File: src/rtl/core/lzpd_pkg.sv
// ============================================================================
// lzpd_pkg
// Shared types, codes and header decoding for the page decompressor.
// ============================================================================
`default_nettype none

package lzpd_pkg;

  localparam int PAGE_BYTES_DEF = 4096;

  // Page status codes
  localparam logic [2:0] ST_RUNNING = 3'd0;
  localparam logic [2:0] ST_END     = 3'd1;
  localparam logic [2:0] ST_FULL    = 3'd2;
  localparam logic [2:0] ST_EXHAUST = 3'd3;
  localparam logic [2:0] ST_BAD     = 3'd4;

  // Token decode phases
  localparam logic [2:0] PH_HDR     = 3'd0;
  localparam logic [2:0] PH_RUNLEN  = 3'd1;
  localparam logic [2:0] PH_RUNBYTE = 3'd2;
  localparam logic [2:0] PH_LIT     = 3'd3;
  localparam logic [2:0] PH_HDR1    = 3'd4;
  localparam logic [2:0] PH_HDR2    = 3'd5;

  // Token kinds from the low two bits of the first header byte
  localparam logic [1:0] TK_SHORT = 2'b00;
  localparam logic [1:0] TK_MID   = 2'b01;
  localparam logic [1:0] TK_COPY  = 2'b10;
  localparam logic [1:0] TK_LONG  = 2'b11;

  typedef struct packed {
    logic [5:0]  lits;
    logic [5:0]  cnt;
    logic [11:0] offs;
  } hsize_t;

  // Controller to datapath commands
  typedef struct packed {
    logic take;
    logic decode;
    logic lit;
    logic run;
    logic copy_rd;
    logic copy_wr;
    logic done;
    logic beat_init;
    logic emit_rd;
    logic emit_cap;
    logic push;
  } cmd_t;

  // Datapath to controller status
  typedef struct packed {
    logic fin_zero;
    logic lit_pend;
    logic copy_busy;
    logic run_busy;
    logic eleft_zero;
    logic beat_full;
    logic out_free;
  } sts_t;

  function automatic hsize_t header_sizes(input logic [23:0] hb);
    hsize_t h;
    h = '0;
    case (hb[1:0])
      TK_SHORT: h.lits = hb[7:2];
      TK_MID: begin
        h.lits = {4'b0, hb[3:2]};
        h.cnt  = {3'b0, hb[6:4]} + 6'd3;
        h.offs = {3'b0, hb[15:7]};
      end
      TK_COPY: begin
        h.cnt  = {4'b0, hb[3:2]} + 6'd3;
        h.offs = hb[15:4];
      end
      default: begin
        h.lits = {2'b0, hb[5:2]};
        h.cnt  = hb[11:6];
        h.offs = hb[23:12];
      end
    endcase
    return h;
  endfunction

endpackage

`default_nettype wire

File: src/rtl/core/lzpd_ctrl.sv
// ============================================================================
// lzpd_ctrl
// Sequencer: takes one packed byte, steps the write and copy work, then
// walks the finished bytes out in beats.
// ============================================================================
`default_nettype none

module lzpd_ctrl (
  input  wire logic           clk,
  input  wire logic           rst_n,
  input  wire logic           in_valid,
  output logic                in_stall,
  input  wire lzpd_pkg::sts_t sts,
  output lzpd_pkg::cmd_t      cmd
);

  typedef enum logic [9:0] {
    S_IDLE   = 10'b0000000001,
    S_DECODE = 10'b0000000010,
    S_WORK   = 10'b0000000100,
    S_CRD    = 10'b0000001000,
    S_CWR    = 10'b0000010000,
    S_DONE   = 10'b0000100000,
    S_EINIT  = 10'b0001000000,
    S_ERD    = 10'b0010000000,
    S_ECAP   = 10'b0100000000,
    S_BEAT   = 10'b1000000000
  } state_t;

  state_t state_r, state_nxt;

  always_comb begin
    state_nxt = state_r;
    cmd       = '0;
    in_stall  = 1'b1;
    unique case (state_r)
      S_IDLE: begin
        in_stall = 1'b0;
        if (in_valid) begin
          cmd.take  = 1'b1;
          state_nxt = S_DECODE;
        end
      end
      S_DECODE: begin
        if (!sts.fin_zero) begin
          state_nxt = S_IDLE;
        end else begin
          cmd.decode = 1'b1;
          state_nxt  = S_WORK;
        end
      end
      S_WORK: begin
        if (sts.lit_pend) cmd.lit = 1'b1;
        else if (sts.copy_busy) state_nxt = S_CRD;
        else if (sts.run_busy) cmd.run = 1'b1;
        else state_nxt = S_DONE;
      end
      S_CRD: begin
        cmd.copy_rd = 1'b1;
        state_nxt   = S_CWR;
      end
      S_CWR: begin
        cmd.copy_wr = 1'b1;
        state_nxt   = S_WORK;
      end
      S_DONE: begin
        cmd.done  = 1'b1;
        state_nxt = S_EINIT;
      end
      S_EINIT: begin
        if (sts.eleft_zero && sts.fin_zero) begin
          state_nxt = S_IDLE;
        end else begin
          cmd.beat_init = 1'b1;
          state_nxt     = sts.eleft_zero ? S_BEAT : S_ERD;
        end
      end
      S_ERD: begin
        cmd.emit_rd = 1'b1;
        state_nxt   = S_ECAP;
      end
      S_ECAP: begin
        cmd.emit_cap = 1'b1;
        state_nxt    = sts.beat_full ? S_BEAT : S_ERD;
      end
      S_BEAT: begin
        if (sts.out_free) begin
          cmd.push  = 1'b1;
          state_nxt = sts.eleft_zero ? S_IDLE : S_EINIT;
        end
      end
      default: state_nxt = S_IDLE;
    endcase
  end

  always_ff @(posedge clk) begin
    if (!rst_n) begin
      state_r <= S_IDLE;
    end else begin
      state_r <= state_nxt;
    end
  end

  a_take_idle: assert property (@(posedge clk) disable iff (!rst_n)
    cmd.take |=> (state_r == S_DECODE))
    else $error("take did not lead to decode");
  a_copy_pair: assert property (@(posedge clk) disable iff (!rst_n)
    cmd.copy_rd |=> cmd.copy_wr)
    else $error("copy read without write");
  a_one_write: assert property (@(posedge clk) disable iff (!rst_n)
    $countones({cmd.lit, cmd.run, cmd.copy_wr}) <= 1)
    else $error("two store writes in one cycle");

endmodule

`default_nettype wire

File: config.mk
export PLATFORM = sky130hd
export DESIGN_NAME = lzpd_ctrl
export DESIGN_NICKNAME = d
export VERILOG_FILES = /design/src/rtl/core/lzpd_pkg.sv /design/src/rtl/core/lzpd_ctrl.sv
export SDC_FILE = /design/constraint.sdc
export NUM_CORES = 1
export LEC_CHECK = 0
export BUFFER_PORTS_ARGS = -buffer_cell sky130_fd_sc_hd__buf_4
export CAP_MARGIN = 20
export CORE_UTILIZATION = 33
export CTS_BUF_LIST = sky130_fd_sc_hd__clkbuf_8
export DETAILED_ROUTE_END_ITERATION = 8
export MAX_ROUTING_LAYER = met4
export REMOVE_ABC_BUFFERS = 1
export SYNTH_ARGS = -nofsm -noshare
export SYNTH_HDL_FRONTEND = slang
export SYNTH_SLANG_ARGS = --single-unit
File: constraint.sdc
create_clock -name clk -period 2.6 [get_ports clk]
set_input_delay 0.13 -clock clk [delete_from_list [all_inputs] [get_ports clk]]
set_output_delay 0.13 -clock clk [all_outputs]
set_load 0.02 [all_outputs]
==> flow_metrics.py <==
metrics = {
    "cells_and_area": {
        "multi_input_area_um2": 444,
        "drive_gt1_frac": 0.304,
        "n_fill_cell": 222,
        "area_delta_synth_final_pct": 32.0,
        "layout_commonest_cell": "buf_4",
        "n_antenna_cell": 0,
        "largest_register_ffs": 10,
        "finalInstanceArea_um2": 913,
        "layout_common_cells": "buf_4, nor2_1, dfxtp_1",
        "regMostFlops": "state_r",
        "top_regs": "state_r: 10 flops",
        "nets": 123,
        "post-route-util": 0.466,
        "ff_latch_area_um2": 200,
        "layout.cells.non_filler": 139,
    },
    "sta": {
        "layout_min_cycle_time_ns": 1.93,
        "period_share": 0.742,
        "slew_viol_final": 0,
        "skew_ns": 0.000301,
        "final.setup.worst_slack_ns": 0.672,
        "max_freq_mhz": 519,
        "timing.slew.headroom": 0.721,
        "setup_viol": 0,
        "fin_hold_ws_ns": 0.0763,
        "grt_setup_unrepaired": "false",
        "hold_viol_final": 0,
        "fin_tns_setup_ns": 0,
        "worstMarginPinSlew_ns": 0.415,
    },
    "logic_synthesis": {
        "ys_seq_area_frac": 0.289,
        "synthFlopType": "dfxtp_1",
        "syn_area_per_cell_um2": 7.77,
        "synth.cell_area_um2": 692,
        "ys_seq_elements": 10,
        "yosysWarnings": 0,
        "synth_edf_count": 0,
        "ys_types": 33,
        "synthesis.instances": 89,
        "async_flop_share": 0,
    },
    "placement": {
        "place_area_um2": 858,
        "dp_slack_ns": 0.791,
        "dpl.cell_count": 135,
        "dp_hpwl_um": 1440,
        "routabilityCongestion": 0.848,
        "numPortBuffers": 21,
    },
    "global_routing": {
        "overflow": 0,
        "grt_pass1_vias": 591,
        "antenna_found_initial": 0,
        "grt_usage": 0.175,
        "grt_pass1_wl_um": 2580,
        "grt_max_degree": 10,
    },
    "clocking": {
        "clk_pin_slew_ns": 0.05,
        "cts_setup_buffers": 0,
        "cts-root-buf": "clkbuf_8",
        "h-tree-depth": 1,
        "clock-sinks": 10,
        "postCtsHoldBufs": 0,
        "clk_latency_ns": 0.24,
        "post_cts_resized": 0,
        "cts_tree": "done",
        "cts_buffers": 3,
        "clk_path_buf_depth": 2,
    },
    "floorplan": {
        "dieHeight_um": 47.8,
        "rows": 16,
        "core_um2": 1960,
        "start_util": 0.353,
        "io_pins": 22,
        "die_w_um": 47.8,
        "fp.dieArea_um2": 2280,
    },
    "worst_setup_path": {
        "startpoint": "state_r[4]",
        "worst-path-buf-inv": 1,
        "cp_top_family": "simple AND/OR/NAND/NOR gates",
        "cpMaxStageDelayCell": "nor4_4",
        "reg2reg_from": "state_r[8]",
        "start_kind": "flip-flop",
        "crit_type": "flip-flop to output pin",
        "endpoint_kind": "output pin",
        "r2r_setup_slack_ns": 0.77,
        "path_cells": "nor4_4 -> nand3_1 -> nor3_1 -> and2_1 -> buf_4",
        "max_stage_delay_ns": 0.38,
        "cp.arrival_ns": 1.80,
        "cp.required_ns": 2.47,
        "critPathMaxFanout": 4,
    },
    "power": {
        "ir_drop_mv": 0.277,
        "finalPower_mw": 0.498,
        "p_leak_nw": 0.373,
        "power.density_nw_per_um2": 546,
    },
    "worst_hold_path": {
        "worstHoldStart": "sts[4]",
        "hold_path_class": "input port to flip-flop",
    },
    "routing": {
        "drt-initial-drc-count": 9,
        "ant_nets": 0,
        "routed_wl_um": 1760,
        "drcViolationCount": 0,
        "drt-pass1-iter-count": 4,
        "routedWlPerCell_um": 12.6,
        "num_vias": 717,
        "viasPerCell": 5.16,
    },
    "job": {
        "maxCapViolations": 0,
    },
    "outcome": {
        "outcome": "complete, no violations",
    },
}
## cell usage after synthesis, drive strengths merged (2+ instances only)
cell | instances | area share
a21oi | 5 | 0.036
a31oi | 2 | 0.018
and2 | 3 | 0.029
dfxtp | 10 | 0.29
inv | 6 | 0.033
nand2 | 5 | 0.031
nand3 | 3 | 0.022
nand3b | 2 | 0.022
nor2 | 16 | 0.087
nor2b | 4 | 0.036
nor3 | 7 | 0.051
nor3b | 4 | 0.058
nor4 | 3 | 0.071
o21ai | 6 | 0.049
## path summary, 6_finish.rpt
path | endpoint | cells after the start
max | cmd[0] | 5
min | state_r[5] | 2
max reg2reg | state_r[3] | 7
min reg2reg | state_r[4] | 3
## power breakdown
part | leakage (nW) | switching, mW | total, mW | internal [mW]
Clock | 0.0288 | 0.0599 | 0.193 | 0.133
Sequential | 0.0810 | 0.0122 | 0.173 | 0.161
Combinational | 0.264 | 0.0742 | 0.132 | 0.0581
Total | 0.373 | 0.146 | 0.498 | 0.352
## cell type report
cell class                 count  area share
timing repair buffer          21       0.173
tap                           27      0.0370
sequential                    10       0.219
clock buffer                   4      0.0603
inverter                       6      0.0247
multi-input combinational     71       0.486
## cells by family (layout without fill, tap and decap cells)
| family | Yosys count | after routing | synth area share |
|---|---|---|---|
| AOI/OAI and AO/OA | 18 | 18 | 0.170 |
| xor gates and xnor gates | 1 | 1 | 0.0127 |
| buffers and inverters | 8 | 31 | 0.0687 |
| DFF | 10 | 10 | 0.289 |
| and+or+nand+nor | 52 | 52 | 0.459 |
## per-layer routing
layer	global-route usage	part of all wire	up-vias
met3	0.0453	0.053	3
met4	0.0667	0.012	0
met2	0.259	0.44	23
li1	-	-	366
met5	-	0	-
met1	0.226	0.49	325
(Power assumes the default switching activity.)
